File: config.mk
export PLATFORM = sky130hd
export DESIGN_NAME = dual_servo_slew_positioner_flat
export DESIGN_NICKNAME = d
export VERILOG_FILES = /design/src/design/dssp_pkg.sv /design/src/design/dssp_ifs.sv /design/src/design/dssp_front.sv /design/src/design/dssp_queue.sv /design/src/design/dssp_back.sv /design/src/design/dual_servo_slew_positioner.sv /design/src/flat_wrapper.sv
export SDC_FILE = /design/constraint.sdc
export NUM_CORES = 2
export LEC_CHECK = 0
export BUFFER_PORTS_ARGS = -buffer_cell sky130_fd_sc_hd__buf_2
export CORE_UTILIZATION = 60
export DETAILED_ROUTE_END_ITERATION = 12
export PLACE_DENSITY = 0.75
export SLEW_MARGIN = 20
export SYNTH_ARGS = -nofsm -noshare
export SYNTH_HDL_FRONTEND = slang
export SYNTH_HIERARCHICAL = 1
export SYNTH_SLANG_ARGS = --single-unit
File: constraint.sdc
create_clock -name clk -period 13.3 [get_ports clk]
set_clock_uncertainty 0.1 [all_clocks]
set_input_delay 0.665 -clock clk [delete_from_list [all_inputs] [get_ports clk]]
set_output_delay 0.665 -clock clk [all_outputs]
set_load 0.01 [all_outputs]
File: src/design/dssp_pkg.sv
// ----------------------------------------------------------------------------
// dssp_pkg
// Types and constants shared by the dual servo slew positioner modules.
// ----------------------------------------------------------------------------
package dssp_pkg;

	// request modes
	localparam logic MODE_TICK = 1'b0;
	localparam logic MODE_MOVE = 1'b1;

	// field widths
	localparam int GOAL_W    = 18;
	localparam int FRAC_W    = 17;
	localparam int OFFSET_W  = 11;
	localparam int WAIT_W    = 10;
	localparam int POS_W     = 15;
	localparam int REM_W     = 16;
	localparam int COMPARE_W = 12;
	localparam int PHASE_W   = 2;
	localparam int PROD_W    = 30;

	// fixed values
	localparam logic [GOAL_W-1:0]   FRAC_ONE        = 18'd65536;
	localparam int                  BASE_PULSE_US   = 700;
	localparam logic [POS_W-1:0]    CENTER_POS      = 15'd15000;
	localparam logic [OFFSET_W-1:0] MIN_OFFSET_RST  = 11'd0;
	localparam logic [OFFSET_W-1:0] MAX_OFFSET_RST  = 11'd1600;
	localparam logic [WAIT_W-1:0]   WAIT_TICKS_RST  = 10'd150;

	// queue between front and back
	localparam int QUEUE_DEPTH = 4;
	localparam int QUEUE_PTR_W = 2;
	localparam int QUEUE_CNT_W = 3;

	// configuration register map
	localparam int ADDR_W = 5;
	localparam int DATA_W = 32;
	localparam logic [2:0] REG_X_MIN       = 3'd0;
	localparam logic [2:0] REG_X_MAX       = 3'd1;
	localparam logic [2:0] REG_Y_MIN       = 3'd2;
	localparam logic [2:0] REG_Y_MAX       = 3'd3;
	localparam logic [2:0] REG_CENTER_WAIT = 3'd4;
	localparam logic [2:0] REG_SETTLE_WAIT = 3'd5;

	// phase codes as reported on the result channel
	localparam logic [PHASE_W-1:0] PHASE_CODE_CENTER = 2'd0;
	localparam logic [PHASE_W-1:0] PHASE_CODE_IDLE   = 2'd1;
	localparam logic [PHASE_W-1:0] PHASE_CODE_MOVING = 2'd2;

	typedef enum logic [2:0] {
		PH_CENTER = 3'b001,
		PH_IDLE   = 3'b010,
		PH_MOVING = 3'b100
	} phase_t;

	typedef struct packed {
		logic [OFFSET_W-1:0] x_min;
		logic [OFFSET_W-1:0] x_max;
		logic [OFFSET_W-1:0] y_min;
		logic [OFFSET_W-1:0] y_max;
	} map_cfg_t;

	typedef struct packed {
		logic             mode;
		logic [POS_W-1:0] target_x;
		logic [POS_W-1:0] target_y;
	} item_t;

	function automatic logic [PHASE_W-1:0] phase_code(input phase_t ph);
		logic [PHASE_W-1:0] code;
		unique case (ph)
			PH_CENTER: code = PHASE_CODE_CENTER;
			PH_IDLE:   code = PHASE_CODE_IDLE;
			PH_MOVING: code = PHASE_CODE_MOVING;
			default:   code = PHASE_CODE_CENTER;
		endcase
		return code;
	endfunction

	// exact floor(p / 10) for any 15-bit p
	function automatic logic [COMPARE_W-1:0] div10(input logic [POS_W-1:0] p);
		logic [30:0] prod;
		prod = 31'(p) * 31'd52429;
		return prod[30:19];
	endfunction

endpackage

File: src/design/dssp_ifs.sv
// ----------------------------------------------------------------------------
// dssp_ifs
// Valid/ready channel interfaces for move/tick requests and results.
// ----------------------------------------------------------------------------
interface dssp_cmd_if;
	logic                              valid;
	logic                              ready;
	logic                              mode;
	logic signed [dssp_pkg::GOAL_W-1:0] goal_x;
	logic signed [dssp_pkg::GOAL_W-1:0] goal_y;

	modport source (output valid, output mode, output goal_x, output goal_y, input ready);
	modport sink (input valid, input mode, input goal_x, input goal_y, output ready);
endinterface

interface dssp_rsp_if;
	logic                               valid;
	logic                               ready;
	logic [dssp_pkg::COMPARE_W-1:0]     compare_x;
	logic [dssp_pkg::COMPARE_W-1:0]     compare_y;
	logic                               motion_done;
	logic                               settled;
	logic [dssp_pkg::PHASE_W-1:0]       phase;

	modport source (output valid, output compare_x, output compare_y, output motion_done,
		output settled, output phase, input ready);
	modport sink (input valid, input compare_x, input compare_y, input motion_done,
		input settled, input phase, output ready);
endinterface

File: src/design/dssp_front.sv
// ----------------------------------------------------------------------------
// dssp_front
// Accepts requests and maps move goals to pulse-width targets.
// ----------------------------------------------------------------------------
module dssp_front (
	input  logic                            clk,
	input  logic                            arst_n,
	dssp_cmd_if.sink                        cmd,
	input  dssp_pkg::map_cfg_t              cfg,
	input  logic [dssp_pkg::QUEUE_CNT_W-1:0] queue_count,
	output logic                            push,
	output dssp_pkg::item_t                 push_item
);

	localparam int SUM_W = 31;
	localparam int TOT_W = 35;
	localparam int BASE_W = 12;

	logic                                valid_s1;
	logic                                mode_s1;
	logic signed [dssp_pkg::PROD_W-1:0]  prod_x_s1;
	logic signed [dssp_pkg::PROD_W-1:0]  prod_y_s1;

	logic [dssp_pkg::QUEUE_CNT_W-1:0]    in_flight;
	logic                                accept;
	logic [dssp_pkg::FRAC_W-1:0]         frac_x;
	logic [dssp_pkg::FRAC_W-1:0]         frac_y;
	logic signed [BASE_W-1:0]            span_x;
	logic signed [BASE_W-1:0]            span_y;
	logic [BASE_W-1:0]                   base_x;
	logic [BASE_W-1:0]                   base_y;

	function automatic logic [dssp_pkg::FRAC_W-1:0] clamp_goal(
		input logic signed [dssp_pkg::GOAL_W-1:0] g
	);
		logic [dssp_pkg::FRAC_W-1:0] v;
		if (g[dssp_pkg::GOAL_W-1]) begin
			v = '0;
		end else if (g > $signed(dssp_pkg::FRAC_ONE)) begin
			v = dssp_pkg::FRAC_ONE[dssp_pkg::FRAC_W-1:0];
		end else begin
			v = g[dssp_pkg::FRAC_W-1:0];
		end
		return v;
	endfunction

	// target = floor(10 * (base * 2^16 + prod) / 2^16), negative clamps to zero
	function automatic logic [dssp_pkg::POS_W-1:0] finish_target(
		input logic [BASE_W-1:0] base,
		input logic signed [dssp_pkg::PROD_W-1:0] prod
	);
		logic signed [SUM_W-1:0] sum;
		logic signed [TOT_W-1:0] tot;
		logic [dssp_pkg::POS_W-1:0] t;
		sum = $signed({3'b000, base, 16'h0000}) + SUM_W'(prod);
		tot = (TOT_W'(sum) <<< 3) + (TOT_W'(sum) <<< 1);
		if (tot[TOT_W-1]) begin
			t = '0;
		end else begin
			t = tot[30:16];
		end
		return t;
	endfunction

	function automatic logic signed [dssp_pkg::PROD_W-1:0] PROD_W_cast_x(
		input logic [dssp_pkg::FRAC_W-1:0] v,
		input logic signed [BASE_W-1:0] span
	);
		logic signed [dssp_pkg::PROD_W-1:0] p;
		p = dssp_pkg::PROD_W'($signed({1'b0, v})) * dssp_pkg::PROD_W'(span);
		return p;
	endfunction

	assign in_flight = queue_count + dssp_pkg::QUEUE_CNT_W'(valid_s1);
	assign cmd.ready = in_flight < dssp_pkg::QUEUE_CNT_W'(dssp_pkg::QUEUE_DEPTH);
	assign accept    = cmd.valid && cmd.ready;

	assign frac_x = clamp_goal(cmd.goal_x);
	assign frac_y = clamp_goal(cmd.goal_y);
	assign span_x = $signed({1'b0, cfg.x_max}) - $signed({1'b0, cfg.x_min});
	assign span_y = $signed({1'b0, cfg.y_max}) - $signed({1'b0, cfg.y_min});

	always_ff @(posedge clk or negedge arst_n) begin
		if (!arst_n) begin
			valid_s1 <= 1'b0;
		end else begin
			valid_s1 <= accept;
		end
	end

	always_ff @(posedge clk) begin
		if (accept) begin
			mode_s1   <= cmd.mode;
			prod_x_s1 <= PROD_W_cast_x(frac_x, span_x);
			prod_y_s1 <= PROD_W_cast_x(frac_y, span_y);
		end
	end

	assign base_x = BASE_W'(dssp_pkg::BASE_PULSE_US) + BASE_W'(cfg.x_min);
	assign base_y = BASE_W'(dssp_pkg::BASE_PULSE_US) + BASE_W'(cfg.y_min);

	assign push               = valid_s1;
	assign push_item.mode     = mode_s1;
	assign push_item.target_x = finish_target(base_x, prod_x_s1);
	assign push_item.target_y = finish_target(base_y, prod_y_s1);

endmodule

File: src/design/dssp_queue.sv
// ----------------------------------------------------------------------------
// dssp_queue
// Short request queue between the front and back parts.
// ----------------------------------------------------------------------------
module dssp_queue (
	input  logic                             clk,
	input  logic                             arst_n,
	input  logic                             push,
	input  dssp_pkg::item_t                  push_item,
	input  logic                             pop,
	output logic                             head_valid,
	output dssp_pkg::item_t                  head_item,
	output logic [dssp_pkg::QUEUE_CNT_W-1:0] count
);

	dssp_pkg::item_t                   entries [dssp_pkg::QUEUE_DEPTH];
	logic [dssp_pkg::QUEUE_PTR_W-1:0]  wr_ptr_q;
	logic [dssp_pkg::QUEUE_PTR_W-1:0]  rd_ptr_q;
	logic [dssp_pkg::QUEUE_CNT_W-1:0]  count_q;

	assign head_valid = count_q != '0;
	assign head_item  = entries[rd_ptr_q];
	assign count      = count_q;

	always_ff @(posedge clk or negedge arst_n) begin
		if (!arst_n) begin
			wr_ptr_q <= '0;
			rd_ptr_q <= '0;
			count_q  <= '0;
		end else begin
			if (push) begin
				wr_ptr_q <= wr_ptr_q + 1'b1;
			end
			if (pop) begin
				rd_ptr_q <= rd_ptr_q + 1'b1;
			end
			if (push && !pop) begin
				count_q <= count_q + 1'b1;
			end else if (pop && !push) begin
				count_q <= count_q - 1'b1;
			end
		end
	end

	always_ff @(posedge clk) begin
		if (push) begin
			entries[wr_ptr_q] <= push_item;
		end
	end

	a_no_overflow: assert property (@(posedge clk) disable iff (!arst_n)
		(push && !pop) |-> (count_q < dssp_pkg::QUEUE_CNT_W'(dssp_pkg::QUEUE_DEPTH)))
		else $error("request queue overflow");

	a_no_underflow: assert property (@(posedge clk) disable iff (!arst_n)
		pop |-> (count_q != '0))
		else $error("pop from empty request queue");

endmodule

File: src/design/dssp_back.sv
// ----------------------------------------------------------------------------
// dssp_back
// Applies moves and ticks to the axis state and registers the result.
// ----------------------------------------------------------------------------
module dssp_back #(
	parameter int STEP_LIMIT = 30
) (
	input  logic                          clk,
	input  logic                          arst_n,
	input  logic                          head_valid,
	input  dssp_pkg::item_t               head_item,
	input  logic [dssp_pkg::WAIT_W-1:0]   settle_wait_ticks,
	output logic                          pop,
	dssp_rsp_if.source                    rsp
);

	localparam logic signed [dssp_pkg::REM_W-1:0] LIM = dssp_pkg::REM_W'(STEP_LIMIT);

	logic [dssp_pkg::POS_W-1:0]          pos_x_q, pos_y_q, pos_x_n, pos_y_n;
	logic signed [dssp_pkg::REM_W-1:0]   rem_x_q, rem_y_q, rem_x_n, rem_y_n;
	logic signed [dssp_pkg::REM_W-1:0]   step_x, step_y;
	dssp_pkg::phase_t                    phase_q, phase_n;
	logic [dssp_pkg::WAIT_W-1:0]         wait_cnt_q, wait_cnt_n;
	logic                                wait_armed_q, wait_armed_n;
	logic                                done_n, settled_n;
	logic                                out_valid_q;

	function automatic logic signed [dssp_pkg::REM_W-1:0] limit_step(
		input logic signed [dssp_pkg::REM_W-1:0] r
	);
		logic signed [dssp_pkg::REM_W-1:0] s;
		if (r > LIM) begin
			s = LIM;
		end else if (r < -LIM) begin
			s = -LIM;
		end else begin
			s = r;
		end
		return s;
	endfunction

	assign pop = head_valid && (!out_valid_q || rsp.ready);

	assign step_x = limit_step(rem_x_q);
	assign step_y = limit_step(rem_y_q);

	always_comb begin
		pos_x_n      = pos_x_q;
		pos_y_n      = pos_y_q;
		rem_x_n      = rem_x_q;
		rem_y_n      = rem_y_q;
		phase_n      = phase_q;
		wait_cnt_n   = wait_cnt_q;
		wait_armed_n = wait_armed_q;
		done_n       = 1'b0;
		settled_n    = 1'b0;
		if (head_item.mode == dssp_pkg::MODE_MOVE) begin
			rem_x_n = $signed({1'b0, head_item.target_x}) - $signed({1'b0, pos_x_q});
			rem_y_n = $signed({1'b0, head_item.target_y}) - $signed({1'b0, pos_y_q});
			// centering keeps its phase and timer
			unique case (phase_q)
				dssp_pkg::PH_IDLE:   phase_n = dssp_pkg::PH_MOVING;
				dssp_pkg::PH_MOVING: wait_armed_n = 1'b0;
				default: ;
			endcase
		end else begin
			// timer is served before the axes move
			if (wait_armed_q) begin
				if (wait_cnt_q <= dssp_pkg::WAIT_W'(1)) begin
					wait_armed_n = 1'b0;
					wait_cnt_n   = '0;
					settled_n    = phase_q == dssp_pkg::PH_MOVING;
					phase_n      = dssp_pkg::PH_IDLE;
				end else begin
					wait_cnt_n = wait_cnt_q - 1'b1;
				end
			end
			rem_x_n = rem_x_q - step_x;
			rem_y_n = rem_y_q - step_y;
			pos_x_n = dssp_pkg::POS_W'($signed({1'b0, pos_x_q}) + step_x);
			pos_y_n = dssp_pkg::POS_W'($signed({1'b0, pos_y_q}) + step_y);
			if ((rem_x_q != '0 || rem_y_q != '0) && rem_x_n == '0 && rem_y_n == '0) begin
				done_n = 1'b1;
				if (phase_n == dssp_pkg::PH_MOVING) begin
					wait_cnt_n   = settle_wait_ticks;
					wait_armed_n = 1'b1;
				end
			end
		end
	end

	always_ff @(posedge clk or negedge arst_n) begin
		if (!arst_n) begin
			pos_x_q      <= dssp_pkg::CENTER_POS;
			pos_y_q      <= dssp_pkg::CENTER_POS;
			rem_x_q      <= '0;
			rem_y_q      <= '0;
			phase_q      <= dssp_pkg::PH_CENTER;
			wait_cnt_q   <= dssp_pkg::WAIT_TICKS_RST;
			wait_armed_q <= 1'b1;
			out_valid_q  <= 1'b0;
		end else begin
			if (pop) begin
				pos_x_q      <= pos_x_n;
				pos_y_q      <= pos_y_n;
				rem_x_q      <= rem_x_n;
				rem_y_q      <= rem_y_n;
				phase_q      <= phase_n;
				wait_cnt_q   <= wait_cnt_n;
				wait_armed_q <= wait_armed_n;
				out_valid_q  <= 1'b1;
			end else if (rsp.ready) begin
				out_valid_q <= 1'b0;
			end
		end
	end

	always_ff @(posedge clk) begin
		if (pop) begin
			rsp.compare_x   <= dssp_pkg::div10(pos_x_n);
			rsp.compare_y   <= dssp_pkg::div10(pos_y_n);
			rsp.motion_done <= done_n;
			rsp.settled     <= settled_n;
			rsp.phase       <= dssp_pkg::phase_code(phase_n);
		end
	end

	assign rsp.valid = out_valid_q;

	a_center_armed: assert property (@(posedge clk) disable iff (!arst_n)
		(phase_q == dssp_pkg::PH_CENTER) |-> wait_armed_q)
		else $error("centering phase without running timer");

	a_idle_disarmed: assert property (@(posedge clk) disable iff (!arst_n)
		(phase_q == dssp_pkg::PH_IDLE) |-> !wait_armed_q)
		else $error("timer running in idle phase");

	a_settled_idle: assert property (@(posedge clk) disable iff (!arst_n)
		(pop && settled_n) |=> (rsp.phase == dssp_pkg::PHASE_CODE_IDLE))
		else $error("settled report outside idle phase");

endmodule

File: src/design/dual_servo_slew_positioner.sv
// ----------------------------------------------------------------------------
// dual_servo_slew_positioner
// Two-axis servo positioner with rate-limited slewing and PWM compare output.
// ----------------------------------------------------------------------------
// Takes one request per clock cycle while results are taken, and returns one
// result per request, in order. A request passes through the goal mapping
// register (one multiply per axis), a four-entry queue, and the axis state
// update, whose result is held in the output register. The state update in
// the back part sets the sustained rate of one request per cycle while results
// are taken; when results stall, five requests are held (four between the
// mapping register and the queue, one in the output register) before the input
// stops accepting.
module dual_servo_slew_positioner #(
	parameter int STEP_LIMIT = 30
) (
	input  logic                          clk,
	input  logic                          arst_n,
	dssp_cmd_if.sink                      cmd,
	dssp_rsp_if.source                    rsp,
	input  logic                          psel,
	input  logic                          penable,
	input  logic                          pwrite,
	input  logic [dssp_pkg::ADDR_W-1:0]   paddr,
	input  logic [dssp_pkg::DATA_W-1:0]   pwdata,
	output logic [dssp_pkg::DATA_W-1:0]   prdata,
	output logic                          pready
);

	dssp_pkg::map_cfg_t                  map_cfg_q;
	logic [dssp_pkg::WAIT_W-1:0]         center_wait_q;
	logic [dssp_pkg::WAIT_W-1:0]         settle_wait_q;
	logic                                cfg_write;
	logic [2:0]                          reg_index;

	logic                                push;
	dssp_pkg::item_t                     push_item;
	logic                                pop;
	logic                                head_valid;
	dssp_pkg::item_t                     head_item;
	logic [dssp_pkg::QUEUE_CNT_W-1:0]    queue_count;

	assign pready    = 1'b1;
	assign reg_index = paddr[4:2];
	assign cfg_write = psel && penable && pwrite && pready;

	always_ff @(posedge clk or negedge arst_n) begin
		if (!arst_n) begin
			map_cfg_q.x_min <= dssp_pkg::MIN_OFFSET_RST;
			map_cfg_q.x_max <= dssp_pkg::MAX_OFFSET_RST;
			map_cfg_q.y_min <= dssp_pkg::MIN_OFFSET_RST;
			map_cfg_q.y_max <= dssp_pkg::MAX_OFFSET_RST;
			center_wait_q   <= dssp_pkg::WAIT_TICKS_RST;
			settle_wait_q   <= dssp_pkg::WAIT_TICKS_RST;
		end else if (cfg_write) begin
			unique case (reg_index)
				dssp_pkg::REG_X_MIN:       map_cfg_q.x_min <= pwdata[dssp_pkg::OFFSET_W-1:0];
				dssp_pkg::REG_X_MAX:       map_cfg_q.x_max <= pwdata[dssp_pkg::OFFSET_W-1:0];
				dssp_pkg::REG_Y_MIN:       map_cfg_q.y_min <= pwdata[dssp_pkg::OFFSET_W-1:0];
				dssp_pkg::REG_Y_MAX:       map_cfg_q.y_max <= pwdata[dssp_pkg::OFFSET_W-1:0];
				dssp_pkg::REG_CENTER_WAIT: center_wait_q   <= pwdata[dssp_pkg::WAIT_W-1:0];
				dssp_pkg::REG_SETTLE_WAIT: settle_wait_q   <= pwdata[dssp_pkg::WAIT_W-1:0];
				default: ;
			endcase
		end
	end

	// the centering wait is not used by the timer, which resets to WAIT_TICKS_RST; it is kept for readback
	always_comb begin
		unique case (reg_index)
			dssp_pkg::REG_X_MIN:       prdata = dssp_pkg::DATA_W'(map_cfg_q.x_min);
			dssp_pkg::REG_X_MAX:       prdata = dssp_pkg::DATA_W'(map_cfg_q.x_max);
			dssp_pkg::REG_Y_MIN:       prdata = dssp_pkg::DATA_W'(map_cfg_q.y_min);
			dssp_pkg::REG_Y_MAX:       prdata = dssp_pkg::DATA_W'(map_cfg_q.y_max);
			dssp_pkg::REG_CENTER_WAIT: prdata = dssp_pkg::DATA_W'(center_wait_q);
			dssp_pkg::REG_SETTLE_WAIT: prdata = dssp_pkg::DATA_W'(settle_wait_q);
			default:                   prdata = '0;
		endcase
	end

	dssp_front u_front (
		.clk         (clk),
		.arst_n      (arst_n),
		.cmd         (cmd),
		.cfg         (map_cfg_q),
		.queue_count (queue_count),
		.push        (push),
		.push_item   (push_item)
	);

	dssp_queue u_queue (
		.clk        (clk),
		.arst_n     (arst_n),
		.push       (push),
		.push_item  (push_item),
		.pop        (pop),
		.head_valid (head_valid),
		.head_item  (head_item),
		.count      (queue_count)
	);

	dssp_back #(
		.STEP_LIMIT (STEP_LIMIT)
	) u_back (
		.clk               (clk),
		.arst_n            (arst_n),
		.head_valid        (head_valid),
		.head_item         (head_item),
		.settle_wait_ticks (settle_wait_q),
		.pop               (pop),
		.rsp               (rsp)
	);

endmodule

File: src/flat_wrapper.sv
// flat-port wrapper written by rule: the top's interface ports become plain ports
module dual_servo_slew_positioner_flat 
#(
	parameter int STEP_LIMIT = 30
)
  (clk, arst_n, psel, penable, pwrite, paddr, pwdata, prdata, pready, cmd_valid, cmd_mode, cmd_goal_x, cmd_goal_y, cmd_ready, rsp_valid, rsp_compare_x, rsp_compare_y, rsp_motion_done, rsp_settled, rsp_phase, rsp_ready);
  dssp_cmd_if cmd_i ();
  dssp_rsp_if rsp_i ();
  input  logic clk;
  input  logic arst_n;
  input  logic psel;
  input  logic penable;
  input  logic pwrite;
  input  logic [dssp_pkg::ADDR_W-1:0] paddr;
  input  logic [dssp_pkg::DATA_W-1:0] pwdata;
  output logic [dssp_pkg::DATA_W-1:0] prdata;
  output logic pready;
  input wire logic [$bits(cmd_i.valid)-1:0] cmd_valid;
  input wire logic [$bits(cmd_i.mode)-1:0] cmd_mode;
  input wire logic [$bits(cmd_i.goal_x)-1:0] cmd_goal_x;
  input wire logic [$bits(cmd_i.goal_y)-1:0] cmd_goal_y;
  output wire logic [$bits(cmd_i.ready)-1:0] cmd_ready;
  output wire logic [$bits(rsp_i.valid)-1:0] rsp_valid;
  output wire logic [$bits(rsp_i.compare_x)-1:0] rsp_compare_x;
  output wire logic [$bits(rsp_i.compare_y)-1:0] rsp_compare_y;
  output wire logic [$bits(rsp_i.motion_done)-1:0] rsp_motion_done;
  output wire logic [$bits(rsp_i.settled)-1:0] rsp_settled;
  output wire logic [$bits(rsp_i.phase)-1:0] rsp_phase;
  input wire logic [$bits(rsp_i.ready)-1:0] rsp_ready;
  assign cmd_i.valid = cmd_valid;
  assign cmd_i.mode = cmd_mode;
  assign cmd_i.goal_x = cmd_goal_x;
  assign cmd_i.goal_y = cmd_goal_y;
  assign cmd_ready = cmd_i.ready;
  assign rsp_valid = rsp_i.valid;
  assign rsp_compare_x = rsp_i.compare_x;
  assign rsp_compare_y = rsp_i.compare_y;
  assign rsp_motion_done = rsp_i.motion_done;
  assign rsp_settled = rsp_i.settled;
  assign rsp_phase = rsp_i.phase;
  assign rsp_i.ready = rsp_ready;
  dual_servo_slew_positioner #(.STEP_LIMIT(STEP_LIMIT)) u_core (.clk(clk), .arst_n(arst_n), .cmd(cmd_i), .rsp(rsp_i), .psel(psel), .penable(penable), .pwrite(pwrite), .paddr(paddr), .pwdata(pwdata), .prdata(prdata), .pready(pready));
endmodule
==> results.ini <==
[clock_tree]
cts_tree=built
cts_root_buffer=clkbuf_16
clock-sinks=362
cts_buffer_depth=3
clock_latency_ns=0.59
h-tree-depth=2
cts_buffers=44
cts-resized-gates=0
cts.reportedPaths.clkPinSlew_ns=0.06
ctsHoldBuffers=0
post-cts-setup-buffer-count=0

[floorplan]
die_h_um=273
die_x_um=273
start_util_pct=61.1
core-area_um2=72000
dieArea_um2=74400
row_count=98
ios=144

[synth]
synth_area_leaders=fa_1, ha_1, edfxtp_1, dfrtp_1, inv_1
synth.most_common_cell=inv_1
synth_warnings=6
synth.top_cells.by_count=inv_1, ha_1, fa_1
synthFlopType=edfxtp_1
postSynthCellCount=4568
seq_area_frac_synth_pct=23.1
synth_cell_types=99
synth_area_leader_cell=fa_1
synth_edf_count=213
synth_seq_cells=362
syn_area_um2=44000
synth_top_area_share_pct=19.5
async_flop_share_pct=41.2
synth.avg_cell_area_um2=9.63

[critical_path]
cp-end-kind=flip-flop
cp_slowest_cell=fa_1
cp_slowest_stage_delay_ns=0.59
crit_fanout=13
critPathKind=flip-flop to flip-flop
required_ns=13.53
r2r_slack_ns=2.48
cp.arrival_ns=11.05
start_kind=flip-flop

[cells_and_area]
drive_above_1_share_pct=8.91
syn2layout_area_growth_pct=6.44
diodes=0
fin_nets=5722
fin_util_pct=65.1
fillCellCount=5800

[place]
gp_congestion=0.899
hpwlAfterDp_mm=76.7
post-place-ws_ns=2.64
port_buffers=98

[sta]
grt_setup_unrepaired=no
maxSlewViolCount=0
setup_slack_ns=2.48
slew_headroom_pct=22.2
period_needed_ns=10.82
tns_ns=0
fmax_mhz=92.4
tightest_slew_ns=1.16
finalCritPeriodShare_pct=81.4
hold_viol_final=0
setup_viol=0

[grt]
antenna_found_initial=0
grt_pass1_vias=33081
grt_pass1_wl_mm=164
grtUsageTotal_pct=27.1
overflow=0
grt_max_degree=78

[flow_run]
maxCapViolCount=0

[detailed_routing]
viasPerCell=5.74
dr_total_vias=32174
wl_per_cell_um=17.4
wirelength_mm=97.4
drt_iter0_markers=2002
ant_nets=0
drc=0
first_pass_iters=6

[status]
outcome=finished clean

[worst_hold_path]
hold_path_class=input pin to asynchronous set/reset pin

## cell type report
| type | instances | area [µm²] | area share (%) |
|---|---|---|---|
| Clock buffer | 51 | 1160 | 2.47 |
| Clock inverter | 30 | 370 | 0.791 |
| Inverter | 754 | 2830 | 6.04 |
| Multi-Input combinational cell | 3329 | 30400 | 64.9 |
| Sequential cell | 362 | 10200 | 21.7 |
| Tap cell | 950 | 1190 | 2.54 |
| Timing Repair Buffer | 131 | 744 | 1.59 |
## logic make-up (layout without fill, tap and decap cells)
kind of cell / Yosys count / after routing / share of synthesized area [%]
AOI/OAI and AO/OA: 703 / 703 / 10.4
xor gates and xnor gates: 231 / 231 / 4.60
adders and majority gates: 1019 / 1019 / 36.3
buffers and inverters: 897 / 966 / 8.13
DFF: 362 / 362 / 23.1
muxes: 144 / 144 / 4.53
other: 2 / 22 / 0.0171
and+or+nand+nor: 1210 / 1210 / 13.0
## layout by cell type, fill, tap and decap left out, types with 19 or more instances in the layout
cell type	count
buf_2	97
and2_1	51
nand4_1	24
dfstp_2	34
a21o_1	83
mux2_2	72
buf_4	33
nor2b_1	33
o21a_1	35
fa_1	429
nand2_1	425
conb_1	22
xnor2_1	158
or2_2	19
dfrtp_1	114
o21ai_0	184
nor2_1	315
a21oi_1	174
a31oi_1	36
nor4_1	28
a211oi_1	20
nand2b_1	83
ha_1	590
inv_1	752
nor3_1	58
or3_1	24
edfxtp_1	213
clkbuf_16	45
xor2_1	69
mux2i_1	30
nand3_1	62
mux4_2	30
and3_1	35
## through the flow
stage          cell area [µm²]  hold WS [ns]  cells
6_report                 46800        0.0472   5607
2_1_floorplan            44100         0.269   4588
5_1_grt                  46800        0.0904   5607
4_1_cts                  46800        0.0441   5607
3_5_place_dp             45300         0.394   5526
3_3_place_gp             45300         0.375   5526
## layer usage
layer  vias to the layer above  part of all wire (%)  global-route usage, %
met1                     15742                    45                   37.1
met5                         -                     0                      0
met4                         0                   2.3                   7.55
met2                       877                    48                   45.7
met3                       165                   5.1                   2.82
li1                      15390                     -                      -
## critical path, delay by kind of cell (launching register included)
kind            cells  cell delay (ns)
xor+xnor            5             0.91
fa+ha+maj           9             3.87
simple gates        7             1.63
buf+inv             5             0.30
compound gates     12             3.29
flops               1             0.45
## registers in the layout (all words and copies together), names as in the netlist, 12 cells and up
name,flops
u_core/u_back/rem_x_q,16
u_core/u_back/rsp.compare_y,12
u_core/u_back/rsp.compare_x,12
u_core/u_back/pos_y_q,15
u_core/u_front/prod_x_s1,30
u_core/u_back/pos_x_q,15
u_core/map_cfg_q,44
u_core/u_queue/entries,124
u_core/u_back/rem_y_q,16
u_core/u_front/prod_y_s1,30
## final timing paths
| check | start | end | depth (start not counted) |
|---|---|---|---|
| max in group asynchronous | arst_n | u_core/map_cfg_q[0] | 2 |
| worst min register to register | u_core/u_front/mode_s1 | u_core/u_queue/entries[2][30] | 0 |
| min in group clk | rsp_ready | u_core/u_back/rsp.valid | 3 |
| worst max register to register | u_core/u_back/rem_y_q[1] | u_core/u_back/rsp.compare_y[11] | 38 |
| worst min-delay path | arst_n | u_core/u_back/rem_y_q[1] | 1 |
| worst max-delay path | u_core/u_back/rem_y_q[1] | u_core/u_back/rsp.compare_y[11] | 38 |
Power is left out: the tool's default activity adds up to more than one toggle a clock period on the data nets, which glitch-free logic cannot reach.
